===== src/rtl/lbm_pkg.sv =====
package lbm_pkg;

    // number format and grid geometry
    localparam int DIST_BITS = 32;
    localparam int FRAC_BITS = 24;
    localparam int NUM_BITS  = DIST_BITS + FRAC_BITS;
    localparam int DCNT_BITS = $clog2(NUM_BITS + 1);
    localparam int ACC_BITS  = DIST_BITS + 4;
    localparam int SAT_BITS  = 42;
    localparam int NDIR      = 9;
    localparam int XBITS     = 6;
    localparam int YBITS     = 6;
    localparam int QBITS     = 4;
    localparam int GBITS     = 7;
    localparam int ADDR_BITS = QBITS + YBITS + XBITS;
    localparam int MAX_W     = 1 << XBITS;
    localparam int MAX_H     = 1 << YBITS;
    localparam int DEPTH     = NDIR * MAX_W * MAX_H;
    localparam int CFG_BITS  = 26;

    typedef logic signed [DIST_BITS-1:0] dist_t;

    localparam dist_t ONE    = 32'sd16777216;
    localparam dist_t VMAX   = 32'sh7fffffff;
    localparam dist_t VMIN   = 32'sh80000000;
    localparam dist_t W_REST = dist_t'(((64'sd8 << FRAC_BITS) + 64'sd9) / 64'sd18);
    localparam dist_t W_AXIS = dist_t'(((64'sd2 << FRAC_BITS) + 64'sd9) / 64'sd18);
    localparam dist_t W_DIAG = dist_t'(((64'sd2 << FRAC_BITS) + 64'sd36) / 64'sd72);

    localparam logic signed [SAT_BITS-1:0] SAT_HI = 42'sd2147483647;
    localparam logic signed [SAT_BITS-1:0] SAT_LO = -42'sd2147483648;
    localparam logic [NUM_BITS-1:0] LIM_POS = 56'h0000007fffffff;
    localparam logic [NUM_BITS-1:0] LIM_NEG = 56'h00000080000000;

    // input function codes
    localparam logic [1:0] FN_INIT  = 2'd0;
    localparam logic [1:0] FN_STEP  = 2'd1;
    localparam logic [1:0] FN_READ  = 2'd2;
    localparam logic [1:0] FN_SPARE = 2'd3;

    // configuration register indexes
    localparam logic [1:0] CFG_GRID_WIDTH  = 2'd0;
    localparam logic [1:0] CFG_GRID_HEIGHT = 2'd1;
    localparam logic [1:0] CFG_RELAX_RATE  = 2'd2;
    localparam logic [1:0] CFG_LID_SPEED   = 2'd3;

    localparam logic [QBITS-1:0] LAST_DIR = 4'd8;

    typedef struct packed {
        logic  o;
        dist_t v;
    } satr_t;

    // request to a shared unit
    typedef struct packed {
        logic  start;
        dist_t a;
        dist_t b;
    } ureq_t;

    // response from a shared unit
    typedef struct packed {
        logic  done;
        logic  over;
        dist_t r;
    } ures_t;

    function automatic satr_t sat42(input logic signed [SAT_BITS-1:0] v);
        satr_t s;
        if (v > SAT_HI)
        begin
            s.o = 1'b1;
            s.v = VMAX;
        end
        else if (v < SAT_LO)
        begin
            s.o = 1'b1;
            s.v = VMIN;
        end
        else
        begin
            s.o = 1'b0;
            s.v = dist_t'(v);
        end
        return s;
    endfunction

    function automatic dist_t dir_wt(input logic [QBITS-1:0] q);
        dist_t w;
        case (q)
            4'd0:                   w = W_REST;
            4'd1, 4'd2, 4'd3, 4'd4: w = W_AXIS;
            4'd5, 4'd6, 4'd7, 4'd8: w = W_DIAG;
            default:                w = '0;
        endcase
        return w;
    endfunction

    function automatic logic signed [1:0] dir_dx(input logic [QBITS-1:0] q);
        logic signed [1:0] d;
        case (q)
            4'd1, 4'd5, 4'd8: d = 2'sd1;
            4'd3, 4'd6, 4'd7: d = -2'sd1;
            default:          d = 2'sd0;
        endcase
        return d;
    endfunction

    function automatic logic signed [1:0] dir_dy(input logic [QBITS-1:0] q);
        logic signed [1:0] d;
        case (q)
            4'd2, 4'd5, 4'd6: d = 2'sd1;
            4'd4, 4'd7, 4'd8: d = -2'sd1;
            default:          d = 2'sd0;
        endcase
        return d;
    endfunction

    function automatic logic [QBITS-1:0] dir_back(input logic [QBITS-1:0] q);
        logic [QBITS-1:0] b;
        case (q)
            4'd1:    b = 4'd3;
            4'd2:    b = 4'd4;
            4'd3:    b = 4'd1;
            4'd4:    b = 4'd2;
            4'd5:    b = 4'd7;
            4'd6:    b = 4'd8;
            4'd7:    b = 4'd5;
            4'd8:    b = 4'd6;
            default: b = 4'd0;
        endcase
        return b;
    endfunction

endpackage


===== src/rtl/lbm_mul.sv =====
module lbm_mul (
    input  logic          clk,
    input  logic          rst_n,
    input  lbm_pkg::ureq_t req,
    output lbm_pkg::ures_t rsp
);

    logic                                v1_reg;
    logic                                neg1_reg;
    logic [2*lbm_pkg::DIST_BITS-1:0]     prod_reg;
    logic                                done_reg;
    logic                                over_reg;
    lbm_pkg::dist_t                      r_reg;

    logic [lbm_pkg::DIST_BITS-1:0]       ua;
    logic [lbm_pkg::DIST_BITS-1:0]       ub;
    logic [lbm_pkg::NUM_BITS-1:0]        rlo;
    logic [lbm_pkg::NUM_BITS-1:0]        lim;
    logic                                over;
    lbm_pkg::dist_t                      r;

    // form magnitudes
    always_comb
    begin
        ua = req.a;
        ub = req.b;
        if (req.a[lbm_pkg::DIST_BITS-1])
        begin
            ua = ~ua + 32'd1;
        end
        if (req.b[lbm_pkg::DIST_BITS-1])
        begin
            ub = ~ub + 32'd1;
        end
    end

    // drop fraction bits and saturate
    always_comb
    begin
        rlo  = {16'b0, prod_reg[2*lbm_pkg::DIST_BITS-1:lbm_pkg::FRAC_BITS]};
        lim  = neg1_reg ? lbm_pkg::LIM_NEG : lbm_pkg::LIM_POS;
        over = rlo > lim;
        if (over)
        begin
            r = neg1_reg ? lbm_pkg::VMIN : lbm_pkg::VMAX;
        end
        else if (neg1_reg)
        begin
            r = lbm_pkg::dist_t'(~rlo[lbm_pkg::DIST_BITS-1:0] + 32'd1);
        end
        else
        begin
            r = lbm_pkg::dist_t'(rlo[lbm_pkg::DIST_BITS-1:0]);
        end
    end

    always_ff @(posedge clk or negedge rst_n)
    begin
        if (!rst_n)
        begin
            v1_reg   <= 1'b0;
            done_reg <= 1'b0;
        end
        else
        begin
            v1_reg   <= req.start;
            done_reg <= v1_reg;
        end
    end

    always_ff @(posedge clk)
    begin
        if (req.start)
        begin
            prod_reg <= ua * ub;
            neg1_reg <= req.a[lbm_pkg::DIST_BITS-1] ^ req.b[lbm_pkg::DIST_BITS-1];
        end
        if (v1_reg)
        begin
            r_reg    <= r;
            over_reg <= over;
        end
    end

    assign rsp.done = done_reg;
    assign rsp.over = over_reg;
    assign rsp.r    = r_reg;

endmodule


===== config.mk =====
export PLATFORM = sky130hd
export DESIGN_NAME = lbm_mul
export DESIGN_NICKNAME = d
export VERILOG_FILES = /design/src/rtl/lbm_pkg.sv /design/src/rtl/lbm_mul.sv
export SDC_FILE = /design/constraint.sdc
export NUM_CORES = 2
export LEC_CHECK = 0
export BUFFER_PORTS_ARGS = -buffer_cell sky130_fd_sc_hd__buf_2
export CORE_MARGIN = 2
export CORE_UTILIZATION = 40
export CTS_BUF_LIST = sky130_fd_sc_hd__clkbuf_16
export CTS_CLUSTER_SIZE = 30
export DETAILED_ROUTE_END_ITERATION = 16
export PLACE_DENSITY = 0.54
export SLEW_MARGIN = 10
export SYNTH_ARGS = -nofsm -noshare
export SYNTH_HDL_FRONTEND = slang
export SYNTH_SLANG_ARGS = --single-unit

===== constraint.sdc =====
create_clock -name clk -period 3.7 [get_ports clk]
set_input_delay 0.74 -clock clk [delete_from_list [all_inputs] [get_ports clk]]
set_output_delay 0.74 -clock clk [all_outputs]
set_load 0.05 [all_outputs]

==> impl_metrics.toml <==
[finish]
final.fill_count = 8637
layout_commonest_cell = "inv_1"
fin_cells = 6121
area_growth_pct = 26.2
fin_util_pct = 51.1
fin_area_um2 = 46900
fin_nets = 6128
drive_gt1_share_pct = 23.1
final_cell_mix = "inv_1 (882), fa_1 (862), buf_4 (681), nor2_1 (617), nand2_1 (520)"
ff_latch_area_um2 = 2270
largest_reg_flops = 40
multi_input_area_um2 = 32300

[placed_design]
place_congestion = 0.977
place_area_um2 = 45500
portBuffers = 100
dp_hpwl_mm = 113
dp_cells = 6077

[timing]
clock_skew_ps = 12.5
clock.fmax_ghz = 0.0983
rsz0062_at_grt = "true"
finalSetupViolCount = 40
min_period_over_period_pct = 275
fin_crit_ps = 10180
slew_violations = 0
hold_viol = 0
setup_slack_ps = -6480
worst_pin_slew_ps = 1020
relSlewSlack_pct = 31.9

[die]
core_area_um2 = 91800
io_pins = 101
start_util_pct = 40.5
fp.dieArea_um2 = 95300
die_height_um = 309
rows = 111
die_width_um = 309

[routing]
vias = 30900
totalWireLength_mm = 128
route.detailed.drc = 0
routedWlPerCell_um = 20.9
first_pass_iters = 6
ant_nets = 0
viasPerCell = 5.05
drt_first_iter_violations = 2245

[setup_path]
ff2ff_path_depth = 9
reg2reg_to = "r_reg[31]"
critPathMaxFanout = 6
end_kind = "register"
path_class = "in2reg"
crit_arrival_ps = 10270
r2r_slack_ps = 220
critPathLaunchType = "primary input"
critPathMaxStageDelay_ps = 550
critPathRequiredTime_ps = 3790
slowest_stage = "fa_1"
crit_top_cell = "fa_1"
regToRegStartpoint = "prod_reg[34]"

[global_routing]
antenna_found_initial = 8
overflow = 0
grt_pass1_vias = 32200
grtUsageTotal_pct = 27.5
grt_pass1_wl_mm = 196
grt_max_degree = 66

[synth]
synth_edf_count = 74
syn_area_um2 = 37100
synth.avg_cell_area_um2 = 8.86
synth_cell_types = 70
syn_nets = 5451
async_flop_share_pct = 2.63
synth-seq-cells = 76
ys.flop_type = "edfxtp_1"
yosysSeqAreaShare_pct = 6.12
syn_inst = 4194
yosys_warnings = 0

[clock_network]
clockBufferDepth = 2
cts_buffers = 9
clock_sinks = 76
cts_tree = "done"
ctsRootBufferMaster = "clkbuf_16"
cts_hold_buf = 0
clk_pin_slew_worst_paths_ps = 70
htreeDepth = 3
clk_latency_ps = 340

[flow_run]
max-cap-violations = 0

[min_path]
hold_class = "in2async"

[outcome]
status = "finished, violations left"
violations = "negative setup slack"
==> cells by family (layout without fill, tap and decap cells) <==
logic type               count (synthesis)  in the layout  synth area share [%]
AND/OR/NAND/NOR                       1347           1347                  14.9
adder cells (fa/ha/maj)               1190           1190                  58.2
buffers and inverters                 1091           1773                  11.1
AO/OA/AOI/OAI                          318            318                  5.52
XOR/XNOR                               155            155                  3.70
flip-flops                              76             76                  6.12
multiplexers                            17             17                 0.465
other                                    0              2                     0
==> critical path: cells and delay by family <==
kind / cells / cell delay, ps
compound gates: 8 / 1450
fa+ha+maj: 10 / 4410
buf+inv: 8 / 670
simple gates: 7 / 2620
xor+xnor: 2 / 340
==> worst max path at each step <==
stage / depth (start not counted) / slack [ps] / startpoint / end
6_report: 35 / -6480 / req[32] / prod_reg[57]
3_5_place_dp: 35 / -7320 / req[33] / prod_reg[60]
5_1_grt: 34 / -6760 / req[32] / prod_reg[53]
4_1_cts: 36 / -6500 / req[32] / prod_reg[58]
3_3_place_gp: 34 / -7200 / req[33] / prod_reg[53]
2_1_floorplan: 38 / -6700 / req[32] / prod_reg[57]
==> metrics by stage <==
step / setup TNS [ps] / hold slack, ps / setup slack, ps
after CTS: -244850 / 149 / -6500
after floorplan: -246970 / 444 / -6700
after detailed placement: -273400 / 531 / -7320
final: -245190 / 167 / -6480
after global routing: -255710 / 154 / -6760
after global placement: -269500 / 527 / -7200
==> cell usage after synthesis (10+ instances only) <==
| master | n | area [µm²] |
|---|---|---|
| xor2_1 | 70 | 613 |
| or3_1 | 14 | 87.6 |
| o31ai_1 | 17 | 128 |
| nand2b_1 | 17 | 106 |
| nand4_1 | 19 | 119 |
| or4_1 | 13 | 97.6 |
| nor4_1 | 11 | 68.8 |
| nor2_1 | 628 | 2360 |
| o31a_1 | 10 | 87.6 |
| o21ai_0 | 61 | 305 |
| a31oi_1 | 16 | 100 |
| and2_1 | 19 | 119 |
| inv_1 | 899 | 3370 |
| fa_1 | 895 | 17900 |
| ha_1 | 295 | 3690 |
| mux2i_1 | 15 | 150 |
| nand3_1 | 13 | 65.1 |
| a21o_1 | 33 | 248 |
| a21oi_1 | 80 | 400 |
| clkbuf_1 | 180 | 676 |
| o22ai_1 | 27 | 169 |
| a211oi_1 | 12 | 90.1 |
| nand2_1 | 529 | 1990 |
| xnor2_1 | 83 | 727 |
| nor3_1 | 41 | 205 |
| edfxtp_1 | 74 | 2220 |
| o211ai_1 | 10 | 75.1 |
==> layer usage <==
| layer | routed length (µm) | global-route usage [%] | vias up |
|---|---|---|---|
| met4 | 2940 | 5.62 | 6 |
| li1 | - | - | 13900 |
| met2 | 58700 | 44.0 | 1092 |
| met1 | 56200 | 39.8 | 15800 |
| met3 | 9830 | 4.25 | 130 |
| met5 | 43 | 0 | - |
==> cell type report <==
cell class | count | area share (%)
multi-input combinational | 3027 | 68.9
timing repair buffer | 858 | 15.0
sequential | 76 | 4.85
clock inverter | 7 | 0.227
antenna | 2 | 0.0107
tap | 1243 | 3.32
inverter | 899 | 7.22
clock buffer | 9 | 0.480
==> repair_timing <==
item / in CTS / in global routing
resized for setup: 148 / 30
pin swaps: 56 / 18
gates cloned: 0 / 0
buffers inserted: 21 / 7
setup endpoints to repair: 40 / 40
Power is not shown: default switching activity piles up to over one toggle a cycle in this logic, so the estimate is an artifact.
