--- src/rtl/lbm_pkg.sv ---
package lbm_pkg;

    // number format and grid geometry
    localparam int DIST_BITS = 32;
    localparam int FRAC_BITS = 24;
    localparam int NUM_BITS  = DIST_BITS + FRAC_BITS;
    localparam int DCNT_BITS = $clog2(NUM_BITS + 1);
    localparam int ACC_BITS  = DIST_BITS + 4;
    localparam int SAT_BITS  = 42;
    localparam int NDIR      = 9;
    localparam int XBITS     = 6;
    localparam int YBITS     = 6;
    localparam int QBITS     = 4;
    localparam int GBITS     = 7;
    localparam int ADDR_BITS = QBITS + YBITS + XBITS;
    localparam int MAX_W     = 1 << XBITS;
    localparam int MAX_H     = 1 << YBITS;
    localparam int DEPTH     = NDIR * MAX_W * MAX_H;
    localparam int CFG_BITS  = 26;

    typedef logic signed [DIST_BITS-1:0] dist_t;

    localparam dist_t ONE    = 32'sd16777216;
    localparam dist_t VMAX   = 32'sh7fffffff;
    localparam dist_t VMIN   = 32'sh80000000;
    localparam dist_t W_REST = dist_t'(((64'sd8 << FRAC_BITS) + 64'sd9) / 64'sd18);
    localparam dist_t W_AXIS = dist_t'(((64'sd2 << FRAC_BITS) + 64'sd9) / 64'sd18);
    localparam dist_t W_DIAG = dist_t'(((64'sd2 << FRAC_BITS) + 64'sd36) / 64'sd72);

    localparam logic signed [SAT_BITS-1:0] SAT_HI = 42'sd2147483647;
    localparam logic signed [SAT_BITS-1:0] SAT_LO = -42'sd2147483648;
    localparam logic [NUM_BITS-1:0] LIM_POS = 56'h0000007fffffff;
    localparam logic [NUM_BITS-1:0] LIM_NEG = 56'h00000080000000;

    // input function codes
    localparam logic [1:0] FN_INIT  = 2'd0;
    localparam logic [1:0] FN_STEP  = 2'd1;
    localparam logic [1:0] FN_READ  = 2'd2;
    localparam logic [1:0] FN_SPARE = 2'd3;

    // configuration register indexes
    localparam logic [1:0] CFG_GRID_WIDTH  = 2'd0;
    localparam logic [1:0] CFG_GRID_HEIGHT = 2'd1;
    localparam logic [1:0] CFG_RELAX_RATE  = 2'd2;
    localparam logic [1:0] CFG_LID_SPEED   = 2'd3;

    localparam logic [QBITS-1:0] LAST_DIR = 4'd8;

    typedef struct packed {
        logic  o;
        dist_t v;
    } satr_t;

    // request to a shared unit
    typedef struct packed {
        logic  start;
        dist_t a;
        dist_t b;
    } ureq_t;

    // response from a shared unit
    typedef struct packed {
        logic  done;
        logic  over;
        dist_t r;
    } ures_t;

    function automatic satr_t sat42(input logic signed [SAT_BITS-1:0] v);
        satr_t s;
        if (v > SAT_HI)
        begin
            s.o = 1'b1;
            s.v = VMAX;
        end
        else if (v < SAT_LO)
        begin
            s.o = 1'b1;
            s.v = VMIN;
        end
        else
        begin
            s.o = 1'b0;
            s.v = dist_t'(v);
        end
        return s;
    endfunction

    function automatic dist_t dir_wt(input logic [QBITS-1:0] q);
        dist_t w;
        case (q)
            4'd0:                   w = W_REST;
            4'd1, 4'd2, 4'd3, 4'd4: w = W_AXIS;
            4'd5, 4'd6, 4'd7, 4'd8: w = W_DIAG;
            default:                w = '0;
        endcase
        return w;
    endfunction

    function automatic logic signed [1:0] dir_dx(input logic [QBITS-1:0] q);
        logic signed [1:0] d;
        case (q)
            4'd1, 4'd5, 4'd8: d = 2'sd1;
            4'd3, 4'd6, 4'd7: d = -2'sd1;
            default:          d = 2'sd0;
        endcase
        return d;
    endfunction

    function automatic logic signed [1:0] dir_dy(input logic [QBITS-1:0] q);
        logic signed [1:0] d;
        case (q)
            4'd2, 4'd5, 4'd6: d = 2'sd1;
            4'd4, 4'd7, 4'd8: d = -2'sd1;
            default:          d = 2'sd0;
        endcase
        return d;
    endfunction

    function automatic logic [QBITS-1:0] dir_back(input logic [QBITS-1:0] q);
        logic [QBITS-1:0] b;
        case (q)
            4'd1:    b = 4'd3;
            4'd2:    b = 4'd4;
            4'd3:    b = 4'd1;
            4'd4:    b = 4'd2;
            4'd5:    b = 4'd7;
            4'd6:    b = 4'd8;
            4'd7:    b = 4'd5;
            4'd8:    b = 4'd6;
            default: b = 4'd0;
        endcase
        return b;
    endfunction

endpackage

--- src/rtl/lbm_div.sv ---
module lbm_div (
    input  logic          clk,
    input  logic          rst_n,
    input  lbm_pkg::ureq_t req,
    output lbm_pkg::ures_t rsp
);

    logic                              busy_reg;
    logic                              busy_next;
    logic                              done_reg;
    logic                              done_next;
    logic [lbm_pkg::DCNT_BITS-1:0]     cnt_reg;
    logic [lbm_pkg::DCNT_BITS-1:0]     cnt_next;
    logic                              neg_reg;
    logic                              neg_next;
    logic [lbm_pkg::DIST_BITS-1:0]     d_reg;
    logic [lbm_pkg::DIST_BITS-1:0]     d_next;
    logic [lbm_pkg::DIST_BITS-1:0]     rem_reg;
    logic [lbm_pkg::DIST_BITS-1:0]     rem_next;
    logic [lbm_pkg::NUM_BITS-1:0]      num_reg;
    logic [lbm_pkg::NUM_BITS-1:0]      num_next;
    lbm_pkg::dist_t                    r_reg;
    lbm_pkg::dist_t                    r_next;
    logic                              over_reg;
    logic                              over_next;

    logic [lbm_pkg::DIST_BITS-1:0]     nu;
    logic [lbm_pkg::DIST_BITS:0]       trial;
    logic [lbm_pkg::DIST_BITS:0]       diff;
    logic                              ge;
    logic [lbm_pkg::NUM_BITS-1:0]      lim;

    always_comb
    begin
        nu    = req.a;
        if (nu[lbm_pkg::DIST_BITS-1])
        begin
            nu = ~nu + 32'd1;
        end
        trial = {rem_reg, num_reg[lbm_pkg::NUM_BITS-1]};
        diff  = trial - {1'b0, d_reg};
        ge    = trial >= {1'b0, d_reg};
        lim   = neg_reg ? lbm_pkg::LIM_NEG : lbm_pkg::LIM_POS;

        busy_next = busy_reg;
        done_next = 1'b0;
        cnt_next  = cnt_reg;
        neg_next  = neg_reg;
        d_next    = d_reg;
        rem_next  = rem_reg;
        num_next  = num_reg;
        r_next    = r_reg;
        over_next = over_reg;

        if (req.start)
        begin
            // load numerator magnitude shifted up by the fraction bits
            busy_next = 1'b1;
            cnt_next  = lbm_pkg::DCNT_BITS'(lbm_pkg::NUM_BITS);
            neg_next  = req.a[lbm_pkg::DIST_BITS-1];
            d_next    = req.b;
            rem_next  = '0;
            num_next  = {nu, {lbm_pkg::FRAC_BITS{1'b0}}};
        end
        else if (busy_reg)
        begin
            if (cnt_reg != '0)
            begin
                // one restoring step: quotient bit shifts in at the bottom
                rem_next = ge ? diff[lbm_pkg::DIST_BITS-1:0]
                              : trial[lbm_pkg::DIST_BITS-1:0];
                num_next = {num_reg[lbm_pkg::NUM_BITS-2:0], ge};
                cnt_next = cnt_reg - 1'b1;
            end
            else
            begin
                // saturate the quotient to the signed range
                busy_next = 1'b0;
                done_next = 1'b1;
                over_next = num_reg > lim;
                if (num_reg > lim)
                begin
                    r_next = neg_reg ? lbm_pkg::VMIN : lbm_pkg::VMAX;
                end
                else if (neg_reg)
                begin
                    r_next = lbm_pkg::dist_t'(~num_reg[lbm_pkg::DIST_BITS-1:0] + 32'd1);
                end
                else
                begin
                    r_next = lbm_pkg::dist_t'(num_reg[lbm_pkg::DIST_BITS-1:0]);
                end
            end
        end
    end

    always_ff @(posedge clk or negedge rst_n)
    begin
        if (!rst_n)
        begin
            busy_reg <= 1'b0;
            done_reg <= 1'b0;
            cnt_reg  <= '0;
        end
        else
        begin
            busy_reg <= busy_next;
            done_reg <= done_next;
            cnt_reg  <= cnt_next;
        end
    end

    always_ff @(posedge clk)
    begin
        neg_reg  <= neg_next;
        d_reg    <= d_next;
        rem_reg  <= rem_next;
        num_reg  <= num_next;
        r_reg    <= r_next;
        over_reg <= over_next;
    end

    assign rsp.done = done_reg;
    assign rsp.over = over_reg;
    assign rsp.r    = r_reg;

endmodule

--- config.mk ---
export PLATFORM = sky130hd
export DESIGN_NAME = lbm_div
export DESIGN_NICKNAME = d
export VERILOG_FILES = /design/src/rtl/lbm_pkg.sv /design/src/rtl/lbm_div.sv
export SDC_FILE = /design/constraint.sdc
export NUM_CORES = 1
export LEC_CHECK = 0
export ABC_AREA = 1
export ABC_CLOCK_PERIOD_IN_PS = 3300
export BUFFER_PORTS_ARGS = -buffer_cell sky130_fd_sc_hd__clkbuf_2
export CELL_PAD_IN_SITES_DETAIL_PLACEMENT = 2
export CELL_PAD_IN_SITES_GLOBAL_PLACEMENT = 2
export CORE_ASPECT_RATIO = 1.75
export CORE_MARGIN = 2
export CORE_UTILIZATION = 35
export DETAILED_ROUTE_END_ITERATION = 10
export PLACE_DENSITY = 0.89
export SYNTH_ARGS = -nofsm -noshare
export SYNTH_HDL_FRONTEND = slang
export SYNTH_SLANG_ARGS = --single-unit
--- constraint.sdc ---
create_clock -name clk -period 3.3 [get_ports clk]
set_input_delay 0.495 -clock clk [delete_from_list [all_inputs] [get_ports clk]]
set_output_delay 0.495 -clock clk [all_outputs]
set_load 0.005 [all_outputs]
==> insert_results.sql, run 1 <==
INSERT INTO impl_metrics (metric_group, metric, value, unit) VALUES
('status', 'status', 'finished, violations left', ''),
('status', 'violations', 'design-rule violations', ''),
('routing', 'route.vias.total', '11400', ''),
('timing', 'final.min_clock_period', '2.89', 'ns'),
('yosys', 'synth_commonest_cells', '516 x nand2_1, 248 x inv_1, 129 x nand3_1, 118 x nor2_1, 98 x edfxtp_1', ''),
('yosys', 'synthesis.yosys.warnings', '0', ''),
('layout', 'post_route_cells_drive_above_1_share', '0.115', ''),
('placement', 'port_buffers', '100', ''),
('layout', 'design_area', '0.0129', 'mm2'),
('placement', 'gpl.final_weighted_congestion', '0.902', ''),
('yosys', 'netlist.top_cell.by_area', 'edfxtp_1', ''),
('die', 'die_boundary_height', '242', 'um'),
('yosys', 'syn_inst', '1610', ''),
('yosys', 'mappedNetlistNets', '1746', ''),
('critical_path', 'critPathLaunch', 'neg_reg', ''),
('yosys', 'number_of_synthesized_register_bits', '162', ''),
('placement', 'hpwl_after_detailed_placement', '33.1', 'mm'),
('yosys', 'syn-cell-area', '0.0113', 'mm2'),
('clock_tree', 'cts_tree', 'yes', ''),
('power_and_ir_drop', 'power.sequential.fraction', '0.301', ''),
('placement', 'dp_worst_setup_slack', '0.184', 'ns'),
('placement', 'placement.cell_area', '0.0123', 'mm2'),
('critical_path', 'worstReg2RegStart', 'neg_reg', ''),
('yosys', 'synth.most_common_cell', 'nand2_1', ''),
('layout', 'flip_flop_count_of_the_largest_register_all_copies_and_words_added', '56', ''),
('power_and_ir_drop', 'power.combinational.fraction', '0.471', ''),
('power_and_ir_drop', 'power_frac_clock', '0.228', ''),
('yosys', 'synth.top_cells.by_area', 'edfxtp_1 26%, nand2_1 17%, dfxtp_1 9.9%', ''),
('critical_path', 'critical_path_peak_fanout', '33', ''),
('die', 'die_x', '140', 'um'),
('yosys', 'netlist-cell-type-count', '43', ''),
('routing', 'drc', '3', ''),
('layout', 'utilization', '0.401', ''),
('yosys', 'postSynth.topFlopCell', 'edfxtp_1', ''),
('timing', 'finClkSkew', '0.0129', 'ns'),
('clock_tree', 'buffer_depth_of_the_longest_clock_path', '2', ''),
('clock_tree', 'cts.htree.levels', '4', ''),
('job', 'drv.max_cap_violation_count', '0', ''),
('timing', 'setup_repair_after_global_routing_missed_its_margin', 'no', ''),
('global_route', 'grt_max_degree', '52', ''),
('timing', 'hold_viol', '0', ''),
('routing', 'ant_nets', '0', ''),
('clock_tree', 'clk-insertion-delay-late', '0.47', 'ns'),
('hold_path', 'worst_min_delay_path_startpoint', 'req[29]', ''),
('timing', 'final-setup-viol-count', '0', ''),
('routing', 'detail_route.iter0.violations', '376', ''),
('die', 'std_cell_rows', '87', ''),
('power_and_ir_drop', 'net_switching_power', '3.92', 'mW'),
('critical_path', 'worst_ep_arrival_time', '3.09', 'ns'),
('yosys', 'postSynthAreaPerCell', '7.04', 'um2'),
('hold_path', 'hold_path.class', 'in -> reg', ''),
('layout', 'area.growth.synth_to_final', '13.5', '%'),
('yosys', 'ys_async_sr_fraction', '0.0494', ''),
('timing', 'layout_worst_path_cycle_share', '0.876', ''),
('yosys', 'synth_enable_flop_cells', '98', ''),
('timing', 'slew_headroom', '0.204', ''),
('timing', 'clock.fmax', '0.346', 'GHz'),
('layout', 'num-fill-cells', '3837', ''),
('clock_tree', 'clockRootBuffer', 'clkbuf_16', ''),
('power_and_ir_drop', 'irDropWorstVdd', '0.394', 'mV'),
('power_and_ir_drop', 'total_leakage_power', '6.37', 'nW'),
('clock_tree', 'cts.reportedPaths.clkPinSlew', '0.07', 'ns'),
('yosys', 'synth_top_area_share', '0.260', ''),
('clock_tree', 'numCtsBuffers', '17', ''),
('routing', 'wire_length_reported_by_the_detailed_router', '43.5', 'mm'),
('routing', 'vias_per_cell', '5.38', ''),
('critical_path', 'start_kind', 'register', ''),
('global_route', 'grt_pass1_wl', '69.3', 'mm'),
('timing', 'post-route-worst-setup-slack', '0.408', 'ns'),
('die', 'ioPinCount', '101', ''),
('power_and_ir_drop', 'internal_power', '4.78', 'mW');
## cell families (layout without fill, tap and decap cells)
group | after synthesis | count (layout) | share of synthesized area
AO/OA/AOI/OAI | 177 | 177 | 0.0851
XOR/XNOR | 37 | 37 | 0.0286
adder cells (fa/ha/maj) | 69 | 69 | 0.0768
buffers and inverters | 302 | 413 | 0.105
flip-flops | 162 | 162 | 0.376
AND/OR/NAND/NOR | 863 | 863 | 0.328
## repair_timing
item | 4_1_cts | 5_1_grt
hold buffers | 1 | 0
buffers inserted | 0 | 1
gates resized for setup | 0 | 0
setup endpoints to repair | 0 | 32
endpoints found under the hold margin | 8 | 0
## worst max-delay path, cell delays in order, from the launching register on
cell	delay (ns)
edfxtp_1	0.58
buf_4	0.27
ha_1	0.31
nand2_1	0.06
inv_1	0.07
nand4_1	0.20
nor2_1	0.15
nand2_1	0.06
nand3_1	0.06
nand2_1	0.06
nand2_2	0.09
nand2_2	0.39
nand2_1	0.24
nand2_1	0.09
## cells in the final DEF (no fill, tap or decap), drive strengths merged, types with 5 or more instances in the layout
| cell | count |
|---|---|
| o21ai | 74 |
| nand2 | 528 |
| xnor2 | 13 |
| clkbuf | 118 |
| inv | 266 |
| nor2 | 126 |
| o22ai | 32 |
| nor3 | 29 |
| buf | 20 |
| a21oi | 57 |
| nand4 | 22 |
| nand3 | 131 |
| dfrtp | 8 |
| dfxtp | 56 |
| xor2 | 24 |
| clkinvlp | 5 |
| nand3b | 16 |
| edfxtp | 98 |
| ha | 68 |
| or2 | 6 |
## metal layers
layer / up-vias / wire (um) / share of wire / track usage
met5: - / 0 / 0 / 0
met4: 0 / 2880 / 0.066 / 0.163
met3: 143 / 890 / 0.020 / 0.0300
met2: 244 / 25300 / 0.58 / 0.540
met1: 5643 / 14500 / 0.33 / 0.233
li1: 5385 / - / - / -
## final cells by class
| type | count | area, um2 | share of cell area |
|---|---|---|---|
| tap | 400 | 500 | 0.0389 |
| clock inverter | 14 | 129 | 0.0100 |
| multi-input combinational | 1146 | 5890 | 0.458 |
| inverter | 260 | 976 | 0.0759 |
| sequential | 162 | 4260 | 0.332 |
| clock buffer | 18 | 429 | 0.0334 |
| timing repair buffer | 121 | 673 | 0.0523 |
## through the flow
stage / instances / power [mW]
final: 2121 / 8.70
after global routing: 2121 / 9.32
after CTS: 2120 / 8.75
after detailed placement: 2087 / 6.64
after global placement: 2087 / 6.37
after floorplan: 1610 / 5.41
## power groups by stage
| stage | registers [mW] | logic, mW | clock network (mW) |
|---|---|---|---|
| 3_5_place_dp | 2.66 | 3.97 | 0 |
| 3_3_place_gp | 2.64 | 3.73 | 0 |
| 2_1_floorplan | 2.60 | 2.82 | 0 |
| 6_report | 2.62 | 4.10 | 1.98 |
| 5_1_grt | 2.65 | 4.59 | 2.07 |
| 4_1_cts | 2.62 | 4.10 | 2.02 |
## worst paths after layout
| kind | to | depth (start not counted) |
|---|---|---|
| min reg2reg | rem_reg[28] | 2 |
| max reg2reg | r_reg[1] | 13 |
| min | d_reg[29] | 1 |
| max | r_reg[1] | 13 |
| min in group asynchronous | cnt_reg[5] | 2 |
| max in group asynchronous | cnt_reg[0] | 2 |
(Power assumes the default switching activity.)
==> run 2: changes to the inputs <==
--- a/config.mk
+++ b/config.mk
@@ -13,6 +13,7 @@
 export CORE_ASPECT_RATIO = 1.75
 export CORE_MARGIN = 2
 export CORE_UTILIZATION = 35
+export CTS_BUF_LIST = sky130_fd_sc_hd__clkbuf_16
 export DETAILED_ROUTE_END_ITERATION = 10
 export PLACE_DENSITY = 0.89
 export SYNTH_ARGS = -nofsm -noshare
==> insert_results.sql, run 2 (synthesized netlist as in run 1, its figures left out) <==
INSERT INTO impl_metrics (metric_group, metric, value, unit) VALUES
('critical_path', 'worst-path-stages', '13', ''),
('layout', 'diodes', '0', ''),
('timing', 'final.min_clock_period', '2.89', 'ns'),
('die', 'die_x', '140', 'um'),
('timing', 'final-setup-viol-count', '0', ''),
('timing', 'drv_slew', '0', ''),
('critical_path', 'cells_along_the_critical_path', 'buf_4 -> ha_1 -> nand2_1 -> nor2_1 -> nand4_1 -> nor2_1 -> nand2_1 -> nand3_1 -> nand2_1 -> nand2_2 -> nand2_2 -> nand2_1 -> nand2_1', ''),
('global_route', 'grt_pass1_wl', '69.3', 'mm'),
('hold_path', 'hold_path.class', 'in -> reg', ''),
('clock_tree', 'numCtsBuffers', '17', ''),
('clock_tree', 'post_cts_resize_count', '0', ''),
('status', 'violations', 'design-rule violations', ''),
('die', 'ioPinCount', '101', ''),
('placement', 'port_buffers', '100', ''),
('layout', 'finish.net_count', '1844', ''),
('routing', 'ant_nets', '0', ''),
('global_route', 'grt_pass1_vias', '13100', ''),
('critical_path', 'start_kind', 'register', ''),
('power_and_ir_drop', 'irDropWorstVdd', '0.394', 'mV'),
('critical_path', 'worst_ep_arrival_time', '3.09', 'ns'),
('clock_tree', 'tritoncts_num_sinks', '162', ''),
('routing', 'route.vias.total', '11400', ''),
('power_and_ir_drop', 'power_density', '676', 'mW/mm2'),
('timing', 'worst_slew_pin_slew', '1.19', 'ns'),
('routing', 'detail_route.iter0.violations', '376', ''),
('clock_tree', 'clockRootBuffer', 'clkbuf_16', ''),
('global_route', 'antenna_found_initial', '0', ''),
('critical_path', 'crit_buf_inv', '1', ''),
('critical_path', 'path_class', 'reg -> reg', ''),
('die', 'die_boundary_height', '242', 'um'),
('power_and_ir_drop', 'total_leakage_power', '6.37', 'nW'),
('routing', 'vias_per_cell', '5.38', ''),
('layout', 'layout_common_cells', '516 x nand2_1, 248 x inv_1, 129 x nand3_1', ''),
('clock_tree', 'clk-insertion-delay-late', '0.47', 'ns'),
('clock_tree', 'cts.htree.levels', '4', ''),
('hold_path', 'end_point_of_the_most_critical_hold_path', 'd_reg[29]', ''),
('global_route', 'grt_max_degree', '52', ''),
('clock_tree', 'cts_tree', 'yes', ''),
('timing', 'slew_headroom', '0.204', ''),
('timing', 'fin_worst_hold_slack', '0.205', 'ns'),
('critical_path', 'critical_path.top_delay_family', 'simple AND/OR/NAND/NOR gates', ''),
('timing', 'fin_tns_setup', '0', 'ns'),
('layout', 'final_common_cell', 'nand2_1', ''),
('critical_path', 'worst_setup_path_end_kind', 'register', ''),
('critical_path', 'worstReg2RegStart', 'neg_reg', ''),
('timing', 'layout_worst_path_cycle_share', '0.876', ''),
('routing', 'wire_length_reported_by_the_detailed_router', '43.5', 'mm'),
('placement', 'gpl.final_weighted_congestion', '0.902', ''),
('critical_path', 'critical_path_peak_fanout', '33', ''),
('timing', 'clock.fmax', '0.346', 'GHz'),
('routing', 'met3WireLength', '881', 'um'),
('layout', 'flip_flop_count_of_the_largest_register_all_copies_and_words_added', '56', ''),
('timing', 'finClkSkew', '0.0129', 'ns'),
('die', 'std_cell_rows', '87', ''),
('critical_path', 'r2r_slack', '0.41', 'ns'),
('routing', 'm1WireLength', '14.5', 'mm'),
('placement', 'hpwl_after_detailed_placement', '33.1', 'mm'),
('die', 'die_area', '0.0339', 'mm2'),
('power_and_ir_drop', 'total_power', '8.70', 'mW'),
('critical_path', 'worst_path_largest_cell_delay', '0.58', 'ns'),
('hold_path', 'worst_min_delay_path_startpoint', 'req[29]', ''),
('critical_path', 'r2r_end', 'r_reg[1]', ''),
('critical_path', 'worst_ep_required_time', '3.50', 'ns'),
('timing', 'setup_repair_after_global_routing_missed_its_margin', 'no', ''),
('clock_tree', 'cts.reportedPaths.clkPinSlew', '0.07', 'ns'),
('die', 'initial_cell_density_of_the_core', '0.353', ''),
('critical_path', 'worst_path_max_delay_cell', 'edfxtp_1', ''),
('global_route', 'total_routing_usage_gr', '0.262', ''),
('routing', 'detail_route.wl_per_cell', '20.5', 'um'),
('routing', 'drt_pre_antenna_iters', '9', ''),
('layout', 'area.growth.synth_to_final', '13.5', '%'),
('hold_path', 'hold-path-cell-count', '1', ''),
('die', 'core_area', '0.0321', 'mm2'),
('status', 'status', 'finished, violations left', ''),
('clock_tree', 'buffer_depth_of_the_longest_clock_path', '2', ''),
('critical_path', 'critical-path-top-cell-by-count', 'nand2_1', ''),
('global_route', 'globalRouteOverflowTotal', '0', ''),
('routing', 'drc', '3', ''),
('routing', 'met2WireLength', '25.2', 'mm'),
('routing', 'maxUsedRoutingLayer', 'met4', ''),
('layout', 'post_route_cells_drive_above_1_share', '0.115', ''),
('critical_path', 'worstRegToRegCells', '13', ''),
('job', 'drv.max_cap_violation_count', '0', ''),
('timing', 'hold_viol', '0', '');
[run 2: power by group]
part,internal [mW],switching (mW)
combinational,1.30,2.80
clock,1.04,0.935
sequential,2.43,0.187
[run 2: worst register-to-register path: stages, from the launching register on]
cell and delay, ns:
edfxtp_1 0.58, buf_4 0.27, ha_1 0.30, nand2_1 0.07
nor2_1 0.16, nand4_1 0.15, nor2_1 0.12, nand2_1 0.06
nand3_1 0.06, nand2_1 0.06, nand2_2 0.09, nand2_2 0.39
nand2_1 0.24, nand2_1 0.09
[run 2: area by class of cell]
class | count | area, um2
Fill cell | 3837 | 19300
Tap cell | 400 | 500
Inverter | 260 | 976
Timing Repair Buffer | 121 | 673
Sequential cell | 162 | 4260
Clock buffer | 17 | 425
Multi-Input combinational cell | 1146 | 5890
Clock inverter | 15 | 133
[run 2: worst max path at each step]
stage	startpoint	end	slack [ns]
floorplan	req[64]	over_reg	0.25
global placement	neg_reg	r_reg[17]	0.47
detailed placement	neg_reg	r_reg[1]	0.18
CTS	neg_reg	r_reg[1]	0.13
global route	neg_reg	r_reg[1]	0.13
finish	neg_reg	r_reg[1]	0.41
[run 2: repair_timing]
item / CTS / global route
endpoints found under the setup margin: 0 / 32
hold buffers: 1 / 0
endpoints found under the hold margin: 8 / 0
setup buffers: 0 / 1
[run 2: stage by stage]
step / area [um2] / utilization / instances / setup slack [ns]
finish: 12900 / 0.401 / 2121 / 0.409
global route: 12900 / 0.401 / 2121 / 0.129
CTS: 12900 / 0.400 / 2120 / 0.132
detailed placement: 12300 / 0.383 / 2087 / 0.184
global placement: 12300 / 0.383 / 2087 / 0.466
floorplan: 11300 / - / 1610 / 0.248
[run 2: routing by layer]
layer,global-route usage,vias to the layer above
li1,-,5385
met1,0.233,5647
met5,0,-
met2,0.540,243
met4,0.163,0
met3,0.0300,143
